[src/rtl/head_gesture_classifier_assert.svh]
// ----------------------------------------------------------------------------
// head gesture classifier assertion macros
// shared property forms, clocked on clk and held off during reset
// ----------------------------------------------------------------------------
`ifndef HEAD_GESTURE_CLASSIFIER_ASSERT_SVH
`define HEAD_GESTURE_CLASSIFIER_ASSERT_SVH

// same-cycle implication
`define HGC_ASSERT_SAME(label, ante, cons, msg) \
	label: assert property (@(posedge clk) disable iff (!arst_n) (ante) |-> (cons)) \
		else $error(msg);

// next-cycle implication
`define HGC_ASSERT_NEXT(label, ante, cons, msg) \
	label: assert property (@(posedge clk) disable iff (!arst_n) (ante) |=> (cons)) \
		else $error(msg);

`endif

[src/rtl/hgc_pkg.sv]
// ----------------------------------------------------------------------------
// hgc_pkg
// codes, types and the roll angle table of the head gesture classifier
// ----------------------------------------------------------------------------
package hgc_pkg;

	localparam int CORDIC_STEPS = 21;
	localparam int STEP_BITS    = 5;
	localparam int ANGLE_BITS   = 25;
	localparam int FRAC_BITS    = 16;

	typedef enum logic [3:0] {
		OUT_CONTINUE   = 4'd0,
		OUT_STARTED    = 4'd1,
		OUT_REJECT     = 4'd2,
		OUT_NOISY      = 4'd3,
		OUT_YAW_LEFT   = 4'd4,
		OUT_YAW_RIGHT  = 4'd5,
		OUT_PITCH_UP   = 4'd6,
		OUT_PITCH_DOWN = 4'd7,
		OUT_ROLL_RIGHT = 4'd8,
		OUT_ROLL_LEFT  = 4'd9,
		OUT_IGNORED    = 4'd10
	} outcome_t;

	typedef enum logic [2:0] {
		REJ_RATIO_R = 3'd0,
		REJ_RATIO_L = 3'd1,
		REJ_EYES    = 3'd2,
		REJ_NOSE_R  = 3'd3,
		REJ_NOSE_L  = 3'd4
	} rej_code_t;

	typedef enum logic [2:0] {
		CFG_EYE_MIN   = 3'd0,
		CFG_EYE_MAX   = 3'd1,
		CFG_NOSE_MIN  = 3'd2,
		CFG_NOSE_MAX  = 3'd3,
		CFG_YAW_TRIG  = 3'd4,
		CFG_PITCH_TRIG = 3'd5,
		CFG_ROLL_TRIG = 3'd6,
		CFG_NOISE_LIM = 3'd7
	} cfg_idx_t;

	typedef struct packed {
		logic      fail;
		rej_code_t code;
	} geom_res_t;

	typedef struct packed {
		logic [8:0] eye_min;
		logic [9:0] eye_max;
		logic [8:0] nose_min;
		logic [9:0] nose_max;
	} geom_lim_t;

	// atan(2^-i) in degrees, Q16
	function automatic logic [ANGLE_BITS-1:0] atan_q16(input logic [STEP_BITS-1:0] i);
		logic [ANGLE_BITS-1:0] v;
		case (i)
			5'd0:    v = 25'd2949120;
			5'd1:    v = 25'd1740967;
			5'd2:    v = 25'd919879;
			5'd3:    v = 25'd466945;
			5'd4:    v = 25'd234379;
			5'd5:    v = 25'd117304;
			5'd6:    v = 25'd58666;
			5'd7:    v = 25'd29335;
			5'd8:    v = 25'd14668;
			5'd9:    v = 25'd7334;
			5'd10:   v = 25'd3667;
			5'd11:   v = 25'd1833;
			5'd12:   v = 25'd917;
			5'd13:   v = 25'd458;
			5'd14:   v = 25'd229;
			5'd15:   v = 25'd115;
			5'd16:   v = 25'd57;
			5'd17:   v = 25'd29;
			5'd18:   v = 25'd14;
			5'd19:   v = 25'd7;
			5'd20:   v = 25'd4;
			default: v = '0;
		endcase
		return v;
	endfunction

endpackage

[src/rtl/head_gesture_classifier.sv]
// ----------------------------------------------------------------------------
// head_gesture_classifier
// head gesture recogniser working on tracked eye and nose points
// ----------------------------------------------------------------------------
// One word is taken at a time. A start or ignored word goes straight to the
// output phase after acceptance. A tracked frame runs three distance lanes in
// parallel (squares, sum, geometry merge), then the roll cordic, which stops
// early once its residual is zero and otherwise runs all 21 cordic steps; a
// geometry reject skips the cordic. A result waiting in the output register
// does not hold back processing of the next word, only its final hand-over.
module head_gesture_classifier import hgc_pkg::*; #(
	parameter int COORD_BITS = 10,
	parameter int ACC_BITS   = 16
) (
	input  logic                        clk,
	input  logic                        arst_n,
	input  logic                        in_valid,
	output logic                        in_stall,
	input  logic                        cmd,
	input  logic [COORD_BITS-1:0]       right_eye_x,
	input  logic [COORD_BITS-1:0]       right_eye_y,
	input  logic [COORD_BITS-1:0]       left_eye_x,
	input  logic [COORD_BITS-1:0]       left_eye_y,
	input  logic [COORD_BITS-1:0]       nose_x,
	input  logic [COORD_BITS-1:0]       nose_y,
	output logic                        out_valid,
	input  logic                        out_stall,
	output logic [3:0]                  outcome,
	output logic [2:0]                  reject_check,
	output logic signed [COORD_BITS:0]  yaw_value,
	output logic signed [COORD_BITS:0]  pitch_value,
	output logic signed [7:0]           roll_value,
	output logic [2:0]                  noise_value,
	input  logic                        cfg_valid,
	output logic                        cfg_ready,
	input  logic [2:0]                  cfg_index,
	input  logic [11:0]                 cfg_data
);

`include "head_gesture_classifier_assert.svh"

	localparam int CW = ((ACC_BITS > 13) ? ACC_BITS : 13) + 1;
	localparam logic signed [ACC_BITS-1:0] ACC_MAX = {1'b0, {(ACC_BITS-1){1'b1}}};
	localparam logic signed [ACC_BITS-1:0] ACC_MIN = {1'b1, {(ACC_BITS-1){1'b0}}};

	typedef enum logic [2:0] {
		S_IDLE, S_SQ, S_SUM, S_GEOM, S_JUDGE, S_ROLL, S_ACC, S_OUT
	} state_t;

	state_t                     state_q;
	outcome_t                   kind_q, dec;
	rej_code_t                  rej_q;
	logic                       active_q, out_valid_q;
	logic [COORD_BITS-1:0]      rx_q, ry_q, lx_q, ly_q, nx_q, ny_q;
	logic [COORD_BITS-1:0]      ref_x_q, ref_y_q;
	logic signed [ACC_BITS-1:0] yaw_acc_q, pitch_acc_q, roll_acc_q;
	logic [2:0]                 noise_q;
	geom_lim_t                  lim_q;
	logic [9:0]                 yaw_trig_q, pitch_trig_q;
	logic [11:0]                roll_trig_q;
	logic [2:0]                 noise_lim_q;
	logic [3:0]                 outcome_q;
	logic [2:0]                 rej_out_q, noise_out_q;
	logic signed [COORD_BITS:0] yaw_out_q, pitch_out_q, yaw, pitch;
	logic signed [7:0]          roll_out_q, roll;
	logic [2*COORD_BITS:0]      e2, r2, l2;
	geom_res_t                  geom;
	logic                       roll_start, roll_done, out_free;
	logic signed [COORD_BITS:0] dx, dy;
	logic                       yaw_in, pitch_in, roll_in;
	logic [1:0]                 ups;
	logic [3:0]                 noise_sum;
	logic [2:0]                 noise_new;
	logic signed [CW-1:0]       yaw_c, pitch_c, roll_c, yt, pt, rt;

	function automatic logic signed [ACC_BITS-1:0] sat_add(
		input logic signed [ACC_BITS-1:0] a,
		input logic signed [7:0] v
	);
		logic signed [ACC_BITS+8:0] s;
		s = (ACC_BITS+9)'(a) + (ACC_BITS+9)'(v);
		if (s > (ACC_BITS+9)'(ACC_MAX))      return ACC_MAX;
		else if (s < (ACC_BITS+9)'(ACC_MIN)) return ACC_MIN;
		else                                 return s[ACC_BITS-1:0];
	endfunction

	// three parallel distance lanes
	hgc_dist_lane #(.COORD_BITS(COORD_BITS)) u_lane_eye (
		.clk(clk), .ax(rx_q), .ay(ry_q), .bx(lx_q), .by(ly_q), .d2(e2)
	);
	hgc_dist_lane #(.COORD_BITS(COORD_BITS)) u_lane_rnose (
		.clk(clk), .ax(rx_q), .ay(ry_q), .bx(nx_q), .by(ny_q), .d2(r2)
	);
	hgc_dist_lane #(.COORD_BITS(COORD_BITS)) u_lane_lnose (
		.clk(clk), .ax(lx_q), .ay(ly_q), .bx(nx_q), .by(ny_q), .d2(l2)
	);

	hgc_geom_check #(.COORD_BITS(COORD_BITS)) u_geom (
		.clk(clk), .e2(e2), .r2(r2), .l2(l2), .lim(lim_q), .res(geom)
	);

	assign dx = $signed({1'b0, lx_q}) - $signed({1'b0, rx_q});
	assign dy = $signed({1'b0, ly_q}) - $signed({1'b0, ry_q});
	assign roll_start = (state_q == S_JUDGE) && !geom.fail;

	hgc_roll_cordic #(.COORD_BITS(COORD_BITS)) u_roll (
		.clk(clk), .arst_n(arst_n), .start(roll_start), .dx(dx), .dy(dy),
		.done(roll_done), .roll(roll)
	);

	assign yaw   = $signed({1'b0, ref_x_q}) - $signed({1'b0, nx_q});
	assign pitch = $signed({1'b0, ny_q}) - $signed({1'b0, ref_y_q});

	// banding and noise
	always_comb begin
		yaw_in   = (yaw != '0) && (yaw > -20) && (yaw < 20);
		pitch_in = (pitch != '0) && (pitch > -20) && (pitch < 20);
		roll_in  = ((roll > -60) && (roll < -15)) || ((roll > 15) && (roll < 60));
		ups = 2'd0;
		if (!yaw_in && ((yaw < -40) || (yaw > 40)))         ups = ups + 2'd1;
		if (!pitch_in && ((pitch < -40) || (pitch > 40)))   ups = ups + 2'd1;
		if (!roll_in && ((roll < -60) || (roll > 60)))      ups = ups + 2'd1;
		noise_sum = {1'b0, noise_q} + {2'b00, ups};
		noise_new = (noise_sum > 4'd7) ? 3'd7 : noise_sum[2:0];
	end

	// gesture decision on the updated accumulators
	always_comb begin
		yaw_c   = CW'(yaw_acc_q);
		pitch_c = CW'(pitch_acc_q);
		roll_c  = CW'(roll_acc_q);
		yt = $signed(CW'(yaw_trig_q));
		pt = $signed(CW'(pitch_trig_q));
		rt = $signed(CW'(roll_trig_q));
		dec = OUT_CONTINUE;
		if (noise_q > noise_lim_q) dec = OUT_NOISY;
		else if (roll_acc_q == '0) begin
			if (yaw_c <= -yt)        dec = OUT_YAW_LEFT;
			else if (yaw_c >= yt)    dec = OUT_YAW_RIGHT;
			else if (pitch_c <= -pt) dec = OUT_PITCH_UP;
			else if (pitch_c >= pt)  dec = OUT_PITCH_DOWN;
		end else begin
			if (roll_c < -rt)        dec = OUT_ROLL_RIGHT;
			else if (roll_c > rt)    dec = OUT_ROLL_LEFT;
		end
	end

	assign out_free = !out_valid_q || !out_stall;

	// configuration registers
	always_ff @(posedge clk or negedge arst_n) begin
		if (!arst_n) begin
			lim_q.eye_min  <= 9'd20;
			lim_q.eye_max  <= 10'd160;
			lim_q.nose_min <= 9'd10;
			lim_q.nose_max <= 10'd140;
			yaw_trig_q     <= 10'd20;
			pitch_trig_q   <= 10'd15;
			roll_trig_q    <= 12'd120;
			noise_lim_q    <= 3'd2;
		end else if (cfg_valid) begin
			unique case (cfg_idx_t'(cfg_index))
				CFG_EYE_MIN:    lim_q.eye_min  <= cfg_data[8:0];
				CFG_EYE_MAX:    lim_q.eye_max  <= cfg_data[9:0];
				CFG_NOSE_MIN:   lim_q.nose_min <= cfg_data[8:0];
				CFG_NOSE_MAX:   lim_q.nose_max <= cfg_data[9:0];
				CFG_YAW_TRIG:   yaw_trig_q     <= cfg_data[9:0];
				CFG_PITCH_TRIG: pitch_trig_q   <= cfg_data[9:0];
				CFG_ROLL_TRIG:  roll_trig_q    <= cfg_data;
				CFG_NOISE_LIM:  noise_lim_q    <= cfg_data[2:0];
				default: ;
			endcase
		end
	end

	always_ff @(posedge clk or negedge arst_n) begin
		if (!arst_n) begin
			state_q     <= S_IDLE;
			active_q    <= 1'b0;
			out_valid_q <= 1'b0;
			ref_x_q     <= '0;
			ref_y_q     <= '0;
			yaw_acc_q   <= '0;
			pitch_acc_q <= '0;
			roll_acc_q  <= '0;
			noise_q     <= '0;
			kind_q      <= OUT_CONTINUE;
			rej_q       <= REJ_RATIO_R;
		end else begin
			// the output phase reloads the register itself
			if (out_valid_q && !out_stall && (state_q != S_OUT)) out_valid_q <= 1'b0;
			unique case (state_q)
				S_IDLE: begin
					if (in_valid) begin
						rx_q <= right_eye_x;
						ry_q <= right_eye_y;
						lx_q <= left_eye_x;
						ly_q <= left_eye_y;
						nx_q <= nose_x;
						ny_q <= nose_y;
						if (!cmd) begin
							kind_q  <= OUT_STARTED;
							state_q <= S_OUT;
						end else if (!active_q) begin
							kind_q  <= OUT_IGNORED;
							state_q <= S_OUT;
						end else begin
							kind_q  <= OUT_CONTINUE;
							state_q <= S_SQ;
						end
					end
				end
				S_SQ:   state_q <= S_SUM;
				S_SUM:  state_q <= S_GEOM;
				S_GEOM: state_q <= S_JUDGE;
				S_JUDGE: begin
					if (geom.fail) begin
						kind_q  <= OUT_REJECT;
						rej_q   <= geom.code;
						state_q <= S_OUT;
					end else begin
						state_q <= S_ROLL;
					end
				end
				S_ROLL: begin
					if (roll_done) state_q <= S_ACC;
				end
				S_ACC: begin
					yaw_acc_q   <= yaw_in ? sat_add(yaw_acc_q, 8'(yaw)) : '0;
					pitch_acc_q <= pitch_in ? sat_add(pitch_acc_q, 8'(pitch)) : '0;
					roll_acc_q  <= roll_in ? sat_add(roll_acc_q, roll) : '0;
					noise_q     <= noise_new;
					state_q     <= S_OUT;
				end
				S_OUT: begin
					if (out_free) begin
						out_valid_q <= 1'b1;
						rej_out_q   <= '0;
						yaw_out_q   <= '0;
						pitch_out_q <= '0;
						roll_out_q  <= '0;
						noise_out_q <= noise_q;
						state_q     <= S_IDLE;
						case (kind_q)
							OUT_STARTED: begin
								outcome_q   <= OUT_STARTED;
								noise_out_q <= '0;
								active_q    <= 1'b1;
								ref_x_q     <= nx_q;
								ref_y_q     <= ny_q;
								yaw_acc_q   <= '0;
								pitch_acc_q <= '0;
								roll_acc_q  <= '0;
								noise_q     <= '0;
							end
							OUT_IGNORED: outcome_q <= OUT_IGNORED;
							OUT_REJECT: begin
								outcome_q <= OUT_REJECT;
								rej_out_q <= rej_q;
								active_q  <= 1'b0;
							end
							default: begin
								outcome_q   <= dec;
								yaw_out_q   <= yaw;
								pitch_out_q <= pitch;
								roll_out_q  <= roll;
								if (dec != OUT_CONTINUE) active_q <= 1'b0;
								else begin
									ref_x_q <= nx_q;
									ref_y_q <= ny_q;
								end
							end
						endcase
					end
				end
				default: state_q <= S_IDLE;
			endcase
		end
	end

	assign in_stall     = (state_q != S_IDLE);
	assign cfg_ready    = 1'b1;
	assign out_valid    = out_valid_q;
	assign outcome      = outcome_q;
	assign reject_check = rej_out_q;
	assign yaw_value    = yaw_out_q;
	assign pitch_value  = pitch_out_q;
	assign roll_value   = roll_out_q;
	assign noise_value  = noise_out_q;

	`HGC_ASSERT_NEXT(a_busy_after_accept, in_valid && !in_stall, in_stall, "accepted word did not start work")
	`HGC_ASSERT_SAME(a_roll_done_in_roll, roll_done, state_q == S_ROLL, "cordic finished outside roll phase")
	`HGC_ASSERT_SAME(a_reject_code_clean, out_valid && (outcome != OUT_REJECT), reject_check == '0, "reject code on non-reject result")

endmodule

[src/rtl/hgc_dist_lane.sv]
// ----------------------------------------------------------------------------
// hgc_dist_lane
// squared distance between two points, two pipeline stages
// ----------------------------------------------------------------------------
module hgc_dist_lane #(
	parameter int COORD_BITS = 10
) (
	input  logic                    clk,
	input  logic [COORD_BITS-1:0]   ax,
	input  logic [COORD_BITS-1:0]   ay,
	input  logic [COORD_BITS-1:0]   bx,
	input  logic [COORD_BITS-1:0]   by,
	output logic [2*COORD_BITS:0]   d2
);

	logic signed [COORD_BITS:0]     dx, dy;
	logic signed [2*COORD_BITS+1:0] px, py;
	logic [2*COORD_BITS-1:0]        sqx_s1, sqy_s1;
	logic [2*COORD_BITS:0]          d2_s2;

	assign dx = $signed({1'b0, ax}) - $signed({1'b0, bx});
	assign dy = $signed({1'b0, ay}) - $signed({1'b0, by});
	assign px = dx * dx;
	assign py = dy * dy;

	always_ff @(posedge clk) begin
		sqx_s1 <= px[2*COORD_BITS-1:0];
		sqy_s1 <= py[2*COORD_BITS-1:0];
		d2_s2  <= {1'b0, sqx_s1} + {1'b0, sqy_s1};
	end

	assign d2 = d2_s2;

endmodule

[src/rtl/hgc_geom_check.sv]
// ----------------------------------------------------------------------------
// hgc_geom_check
// merges the three lane distances into a geometry verdict
// ----------------------------------------------------------------------------
module hgc_geom_check import hgc_pkg::*; #(
	parameter int COORD_BITS = 10
) (
	input  logic                  clk,
	input  logic [2*COORD_BITS:0] e2,
	input  logic [2*COORD_BITS:0] r2,
	input  logic [2*COORD_BITS:0] l2,
	input  geom_lim_t             lim,
	output geom_res_t             res
);

	localparam int DW = 2*COORD_BITS + 1;
	localparam int XW = DW + 6;

	logic [17:0]   eye_lo_s1, nose_lo_s1;
	logic [19:0]   eye_hi_s1, nose_hi_s1;
	logic [XW-1:0] e4, r49, l49, ex, rx, lx;
	logic [XW-1:0] elo, ehi, nlo, nhi;
	logic          rat_r, rat_l, bad_e, bad_r, bad_l;
	geom_res_t     res_s2, res_d;

	// limit squares follow the registers, which the user must change only while idle; the block does not enforce it
	always_ff @(posedge clk) begin
		eye_lo_s1  <= 18'(lim.eye_min) * 18'(lim.eye_min);
		eye_hi_s1  <= 20'(lim.eye_max) * 20'(lim.eye_max);
		nose_lo_s1 <= 18'(lim.nose_min) * 18'(lim.nose_min);
		nose_hi_s1 <= 20'(lim.nose_max) * 20'(lim.nose_max);
	end

	assign ex  = XW'(e2);
	assign rx  = XW'(r2);
	assign lx  = XW'(l2);
	assign e4  = ex << 2;
	assign r49 = (rx << 5) + (rx << 4) + rx;
	assign l49 = (lx << 5) + (lx << 4) + lx;
	assign elo = XW'(eye_lo_s1);
	assign ehi = XW'(eye_hi_s1);
	assign nlo = XW'(nose_lo_s1);
	assign nhi = XW'(nose_hi_s1);

	assign rat_r = (e4 < rx) || (e4 > r49);
	assign rat_l = (e4 < lx) || (e4 > l49);
	assign bad_e = (ex > ehi) || (ex < elo);
	assign bad_r = (rx > nhi) || (rx < nlo);
	assign bad_l = (lx > nhi) || (lx < nlo);

	always_comb begin
		res_d.fail = 1'b1;
		if (rat_r)      res_d.code = REJ_RATIO_R;
		else if (rat_l) res_d.code = REJ_RATIO_L;
		else if (bad_e) res_d.code = REJ_EYES;
		else if (bad_r) res_d.code = REJ_NOSE_R;
		else if (bad_l) res_d.code = REJ_NOSE_L;
		else begin
			res_d.fail = 1'b0;
			res_d.code = REJ_RATIO_R;
		end
	end

	always_ff @(posedge clk) begin
		res_s2 <= res_d;
	end

	assign res = res_s2;

endmodule

[src/rtl/hgc_roll_cordic.sv]
// ----------------------------------------------------------------------------
// hgc_roll_cordic
// eye line angle by iterative cordic vectoring, one step per cycle
// ----------------------------------------------------------------------------
module hgc_roll_cordic import hgc_pkg::*; #(
	parameter int COORD_BITS = 10
) (
	input  logic                     clk,
	input  logic                     arst_n,
	input  logic                     start,
	input  logic signed [COORD_BITS:0] dx,
	input  logic signed [COORD_BITS:0] dy,
	output logic                     done,
	output logic signed [7:0]        roll
);

	localparam int W = COORD_BITS + FRAC_BITS + 3;

	logic                         busy_q, done_q, neg_q;
	logic [STEP_BITS-1:0]         i_q;
	logic signed [W-1:0]          x_q, y_q, xs, ys;
	logic signed [ANGLE_BITS-1:0] z_q, za;
	logic signed [7:0]            roll_q, fin;
	logic [COORD_BITS:0]          mx, my;
	logic [ANGLE_BITS-FRAC_BITS-1:0] deg;

	assign mx = dx[COORD_BITS] ? (COORD_BITS+1)'(-dx) : dx;
	assign my = dy[COORD_BITS] ? (COORD_BITS+1)'(-dy) : dy;
	assign xs = x_q >>> i_q;
	assign ys = y_q >>> i_q;
	assign za = $signed(atan_q16(i_q));

	always_comb begin
		if (z_q[ANGLE_BITS-1]) deg = '0;
		else                   deg = z_q[ANGLE_BITS-1:FRAC_BITS];
		if (deg > (ANGLE_BITS-FRAC_BITS)'(90)) fin = 8'sd90;
		else                                  fin = $signed(deg[7:0]);
		if (neg_q) fin = -fin;
	end

	always_ff @(posedge clk or negedge arst_n) begin
		if (!arst_n) begin
			busy_q <= 1'b0;
			done_q <= 1'b0;
		end else begin
			done_q <= 1'b0;
			if (start) begin
				neg_q <= dx[COORD_BITS] != dy[COORD_BITS];
				if (dx == '0) begin
					// vertical eye line
					done_q <= 1'b1;
					if (dy > 0)      roll_q <= 8'sd90;
					else if (dy < 0) roll_q <= -8'sd90;
					else             roll_q <= 8'sd0;
				end else begin
					busy_q <= 1'b1;
					i_q    <= '0;
					x_q    <= $signed({{(W-COORD_BITS-1-FRAC_BITS){1'b0}}, mx, {FRAC_BITS{1'b0}}});
					y_q    <= $signed({{(W-COORD_BITS-1-FRAC_BITS){1'b0}}, my, {FRAC_BITS{1'b0}}});
					z_q    <= '0;
				end
			end else if (busy_q) begin
				if (y_q == '0 || i_q == STEP_BITS'(CORDIC_STEPS)) begin
					busy_q <= 1'b0;
					done_q <= 1'b1;
					roll_q <= fin;
				end else begin
					if (y_q > 0) begin
						x_q <= x_q + ys;
						y_q <= y_q - xs;
						z_q <= z_q + za;
					end else begin
						x_q <= x_q - ys;
						y_q <= y_q + xs;
						z_q <= z_q - za;
					end
					i_q <= i_q + 1'b1;
				end
			end
		end
	end

	assign done = done_q;
	assign roll = roll_q;

endmodule

[config.mk]
export PLATFORM = sky130hd
export DESIGN_NAME = head_gesture_classifier
export DESIGN_NICKNAME = d
export VERILOG_FILES = /design/src/rtl/hgc_pkg.sv /design/src/rtl/head_gesture_classifier.sv /design/src/rtl/hgc_dist_lane.sv /design/src/rtl/hgc_geom_check.sv /design/src/rtl/hgc_roll_cordic.sv
export VERILOG_INCLUDE_DIRS = /design/src /design/src/rtl
export SDC_FILE = /design/constraint.sdc
export NUM_CORES = 2
export LEC_CHECK = 0
export BUFFER_PORTS_ARGS = -buffer_cell sky130_fd_sc_hd__buf_4
export CORE_MARGIN = 2
export CORE_UTILIZATION = 50
export DETAILED_ROUTE_END_ITERATION = 16
export PLACE_DENSITY = 0.66
export SKIP_LAST_GASP = 1
export SLEW_MARGIN = 10
export SYNTH_ARGS = -nofsm -noshare
export SYNTH_HDL_FRONTEND = slang
export SYNTH_HIERARCHICAL = 1
export SYNTH_SLANG_ARGS = --single-unit
export TNS_END_PERCENT = 50
[constraint.sdc]
create_clock -name clk -period 9.3 [get_ports clk]
set_clock_uncertainty 0.1 [all_clocks]
set_input_delay 2.79 -clock clk [delete_from_list [all_inputs] [get_ports clk]]
set_output_delay 2.79 -clock clk [all_outputs]
set_load 0.02 [all_outputs]
Word-level counts from Yosys, hierarchy flattened
Memories as Yosys holds them, arrays and structs flattened. A register that Yosys moved wholly into a read port is not among the register bits.
Index checks and enable logic that the tools add are counted.
{"block": "totals", "out_inout_bits": 43, "in_bits": 81, "ff_bits": 618, "memories": 1, "mem_bits_ro": 704, "wordCells": 340}
{"name": "(name not given)", "words": 32, "word_bits": 22, "rd": 1, "rd_clocked_by_memory_dff": 1, "write_ports": 0, "line": "hgc_pkg.sv:60", "source": "case (i)"}
{"block": "op_classes", "mux": 95, "n_addsub": 36, "bitwise": 2, "order_cmp": 42, "n_mul": 10, "n_shift": 2, "eq_ne": 29, "n_reduce_logical": 67}
{"cell": "$mux W29", "n": 10}
{"cell": "$mux W16", "n": 11}
{"cell": "$mux W25", "n": 5}
{"cell": "$mul A11 B11 Y20", "n": 6}
{"cell": "$sub A10 B10 Y11", "n": 10}
{"cell": "$pmux W16 S2", "n": 3}
{"cell": "$mux W8", "n": 9}
{"cell": "$add A20 B20 Y21", "n": 3}
{"cell": "$gt A21 B20 Y1", "n": 3}
{"cell": "$lt A21 B18 Y1", "n": 3}
{"cell": "$add A29 B29 Y29", "n": 2}
{"cell": "$sshr A29 B5 Y29", "n": 2}
{"cell": "$sub A29 B29 Y29", "n": 2}
{"cell": "$add A26 B25 Y27", "n": 2}
{"cell": "$add A27 B21 Y27", "n": 2}
{"cell": "$gt A23 B27 Y1", "n": 2}
{"cell": "$add A16 B8 Y17", "n": 3}
{"cell": "$gt A17 B16 Y1 const B", "n": 3}
{"cell": "$lt A17 B16 Y1 const B", "n": 3}
{"cell": "$lt A23 B21 Y1", "n": 2}
{"cell": "$mul A10 B10 Y20", "n": 2}
{"cell": "$pmux W10 S2", "n": 2}
{"cell": "$mux W3", "n": 13}
{"cell": "$mul A9 B9 Y18", "n": 2}
{"cell": "66 further kinds", "n": 178}

Depth between registers and ports, before layout
{"block": "depth", "ltp_word": 15, "ltp_mapped": 29, "ltp_nobuf": 29}

Hierarchy
Netlist, hierarchy kept.
{"mod": "hgc_geom_check", "seq_area_each_um2": 1521.5, "cells_each": 2021, "area_per_inst_um2": 17927.2, "instances": 1}
{"mod": "head_gesture_classifier", "seq_area_each_um2": 6906.6, "cells_each": 1700, "area_per_inst_um2": 16968.8, "instances": 1}
{"mod": "hgc_roll_cordic", "seq_area_each_um2": 3403.3, "cells_each": 1697, "area_per_inst_um2": 15069.5, "instances": 1}
{"mod": "hgc_dist_lane at u_lane_rnose", "seq_area_each_um2": 1181.1, "cells_each": 1176, "area_per_inst_um2": 10525.1, "instances": 1}
{"mod": "hgc_dist_lane at u_lane_eye", "seq_area_each_um2": 1181.1, "cells_each": 1169, "area_per_inst_um2": 10447.5, "instances": 1}
{"mod": "hgc_dist_lane at u_lane_lnose", "seq_area_each_um2": 1181.1, "cells_each": 1168, "area_per_inst_um2": 10440.0, "instances": 1}

Worst setup path before layout
Ideal clock, no wire load.
{"block": "synth_path", "kind": "input-to-reg", "from": "in arst_n", "to": "reg u_roll/za[4] (netlist name)", "setup_time_ps": 119, "required_time_ps": 9081, "t_arrival_ps": 7643, "stages": 9, "n_path_buf": 1, "setup_slack_ps": 1438, "path_cell_list": "o31ai_1 a21oi_1 buf_1 mux2i_1 ha_1 nor2_1 a21oi_1 o22ai_1 a32o_1"}
{"block": "synth_between", "elab_chain_len": 2}
{"element": "start, declared", "line": "head_gesture_classifier.sv:16", "source": "input logic arst_n,"}
{"element": "$reduce_and A4 Y1 (no line)"}
{"element": "$mux W5 (no line)"}
No other way between the ends.
A chain may end at the register's enable or synchronous reset.

Final worst setup path
{"block": "layout_path", "from": "reg ny_q[0]", "to": "reg u_lane_rnose.sqy_s1[19]"}
{"block": "layout_between", "elab_chain_len": 2}
{"element": "start, declared", "line": "head_gesture_classifier.sv:54", "source": "logic [COORD_BITS-1:0] rx_q, ry_q, lx_q, ly_q, nx_q, ny_q;"}
{"element": "start signal, assigned", "line": "head_gesture_classifier.sv:200", "source": "ny_q <= nose_y;"}
{"element": "$sub A10 B10 Y11", "line": "hgc_dist_lane.sv:22", "source": "assign dy = $signed({1'b0, ay}) - $signed({1'b0, by});"}
{"element": "$mul A11 B11 Y20", "line": "hgc_dist_lane.sv:24", "source": "assign py = dy * dy;"}
{"element": "via u_lane_rnose.py[19]", "line": "hgc_dist_lane.sv:17", "source": "logic signed [2*COORD_BITS+1:0] px, py;"}
{"element": "end signal, assigned", "line": "hgc_dist_lane.sv:28", "source": "sqy_s1 <= py[2*COORD_BITS-1:0];"}
{"element": "end, declared", "line": "hgc_dist_lane.sv:18", "source": "logic [2*COORD_BITS-1:0] sqx_s1, sqy_s1;"}
The timed path passes the listed nets, and every way through them passes these cells.

==> metrics.md <==
| Metric | Value |
|---|---|
| FF+latch count, synth | 629 |
| # setup viols final | 0 |
| CTS buffer count | 80 |
| Area of the multi-input gates | 59300 µm² |
| Reg2reg path depth | 28 |
| Fillers | 14800 |
| MaxCap Viol Count | 0 |
| Initial antenna violation count | 3 |
| Worst slew margin | 0.203 |
| Worst-path clk slew | 60 ps |
| CP bufs+invs | 7 |
| WP data required | 9780 ps |
| Largest family of logic cells by synthesized area | adder cells |
| Area grow syn2layout | 7.48% |
| Post-Synth Simple-Gate Area | 0.135 |
| Worst hold path class | flip-flop to flip-flop |
| Hold Crit Depth | 1 |
| Die Ht | 407 µm |
| Total routing usage reported by global routing | 0.263 |
| Final WL | 217 mm |
| Post-cts hold buffer count | 0 |
| Most used cell, CP | inv_1 |
| Yosys top cell by area | fa_1 |
| Residual DRC | 0 |
| Insertion delay to the later sink of the worst-skew pair | 720 ps |
| Syn nets | 10800 |
| Port bufs | 122 |
| Warnings, synthesis | 6 |
| Ys async rst share | 0.250 |
| Die ar. | 166000 µm² |
| Root buf cell | clkbuf_16 |
| TritonCTS clock tree | built |
| Congestion Overflow GR | 0 |
| Num ports | 124 |
| Crit. path cell count | 28 |
| Flip-flop and latch area | 15400 µm² |
| Library cells used by synthesis | 142 |
| Synth Instances | 8931 |
| Number of global-route vias before repair | 64800 |
| Crit path launch type | flip-flop |
| Initial core utilization | 0.502 |
| Die Wd | 407 µm |
| Via-per-instance ratio | 5.66 |
| Synth area leaders | fa_1 19%, ha_1 16%, edfxtp_1 7.3%, inv_1 7.2%, dfxtp_1 6.8% |
| Mux contribution to synthesized area | 0.0461 |
| Final period demand of the worst path | 7820 ps |
| Worst-path maximum fanout | 7 |
| Rows | 148 |
| Fraction of layout cells with a size suffix above 1 | 0.0762 |
| Vias | 63600 |
| WL/cell | 19.3 µm |
| Synth top area share | 0.192 |
| Post-CTS Setup Bufs | 0 |
| Most used DFF post-synth | dfxtp_1 |
| Status | finished, final reports clean |
| RSZ-0062 raised after global routing | false |
| TritonRoute pass-1 iters | 6 |
| Final HPWL DP | 176 mm |
| Hold Vio Cnt, Final | 0 |
| DRC marker count from the first detailed-route iteration | 4303 |
| Critical path class | flip-flop to flip-flop |
| CTS sink cnt | 629 |
| Top delay family on crit path | adder cells |
| Mean Syn Cell Area | 9.11 µm² |
| Post-route ant nets | 0 |
| Arrival time at the worst endpoint | 8300 ps |
| CP peak stage delay | 560 ps |
| Setup TNS | 0 ps |
| Final Cycle Share | 0.841 |
| Post-CTS Resized | 0 |
| Adder-cell area share of the yosys netlist | 0.351 |
| Most common cell in the netlist | inv_1 |
| Area fraction in compound gates after synthesis | 0.134 |
| Bufs on Longest Clock Path | 3 |
| Most frequent cells after synthesis | 1552 x inv_1, 1029 x ha_1, 781 x fa_1 |
| Crit path capture type | flip-flop |
| Slowest CP cell | a2111oi_1 |
| Worst-Margin Slew | 1190 ps |
| H-tree levels | 3 |
| Nets | 10900 |
| Final-report max-slew violation count | 0 |
| Core area | 162000 µm² |
| Fmax achieved | 0.128 GHz |
| Area of the mapped netlist | 81400 µm² |
| Pin count of the biggest net entering global routing | 84 |
| Post-synth EDFFs | 197 |
| Gpl congestion | 0.936 |
| Sequential-to-total area share from yosys stat | 0.189 |
| Post-synthesis xor/xnor area fraction | 0.0609 |
| First-pass GRT wire length | 352 mm |
[sequential cells by signal, summed over array words and instances (netlist names), 21 cells and up]
signal,cells
lim_q,38
u_lane_eye/d2,21
u_lane_lnose/d2,21
u_lane_rnose/d2,21
u_roll/x_q,29
u_roll/y_q,29
u_roll/z_q,25
u_roll/za,22
[kinds of logic after synthesis]
family,Yosys count
muxes,262
adders and majority gates,1818
xor gates and xnor gates,559
other,1
buffers and inverters,1766
AOI/OAI and AO/OA,1638
DFF,629
and+or+nand+nor,2258
[cells in the final DEF (no fill, tap or decap), types with 32 or more instances in the layout]
cell type  instances
a211oi_1          59
a21o_1           203
a21oi_1          409
a31oi_1           65
and2_1           155
and3_1            65
buf_4            171
clkbuf_16         82
dfrtp_1          137
dfxtp_1          275
edfxtp_1         197
fa_1             781
ha_1            1029
inv_1           1552
mux2_2           114
mux2i_1           59
mux4_2            68
nand2_1          599
nand2b_1          81
nand3_1          129
nand4_1           65
nor2_1           667
nor2b_1          107
nor3_1           133
nor3b_1           32
nor4_1            45
o211ai_1          34
o21a_1            84
o21ai_0          319
o21ai_1           34
o31ai_1           41
or2_2             36
or3_1             38
xnor2_1          357
xor2_1           195
[area by class of cell]
type / instances / share of cell area
Timing Repair Buffer: 174 / 0.0153
Clock inverter: 47 / 0.00664
Sequential cell: 629 / 0.176
Clock buffer: 103 / 0.0256
Multi-Input combinational cell: 6536 / 0.678
Inverter: 1581 / 0.0678
Antenna cell: 1 / 0.0000286
Tap cell: 2175 / 0.0311
[worst paths after layout]
check	from	to	slack [ps]
worst max-delay path	ny_q[0]$_DFFE_PP_	u_lane_rnose/sqy_s1[19]$_DFF_P_	1480
worst min-delay path	u_lane_rnose/sqy_s1[2]$_DFF_P_	u_lane_rnose/d2[2]$_DFF_P_	350
worst max register to register	ny_q[0]$_DFFE_PP_	u_lane_rnose/sqy_s1[19]$_DFF_P_	1480
worst min register to register	u_lane_rnose/sqy_s1[2]$_DFF_P_	u_lane_rnose/d2[2]$_DFF_P_	350
max in group asynchronous	arst_n	ref_x_q[8]$_DFFE_PN0P_	6240
min in group asynchronous	arst_n	roll_trig_q[11]$_DFFE_PN0P_	1890
[routing by layer]
layer,wire length (µm),share of wire,up-vias,global-route usage
li1,-,-,30200,-
met1,96100,0.44,31300,0.356
met2,102000,0.47,1741,0.436
met3,12100,0.056,380,0.0335
met4,7080,0.033,0,0.0844
met5,0,0,-,0
[stage by stage]
stage / area, µm² / hold slack (ps) / setup slack, ps / std cells / utilization
5_1_grt: 87500 / 379 / 909 / 11200 / 0.539
3_3_place_gp: 84600 / 340 / 1640 / 11100 / 0.522
3_5_place_dp: 84600 / 345 / 1450 / 11100 / 0.522
2_1_floorplan: 81400 / 306 / 1440 / 8931 / -
6_report: 87500 / 353 / 1480 / 11200 / 0.539
4_1_cts: 87500 / 362 / 1440 / 11200 / 0.539
Power is left out: the tool's default activity adds up to more than one toggle a clock period on the data nets, which glitch-free logic cannot reach.
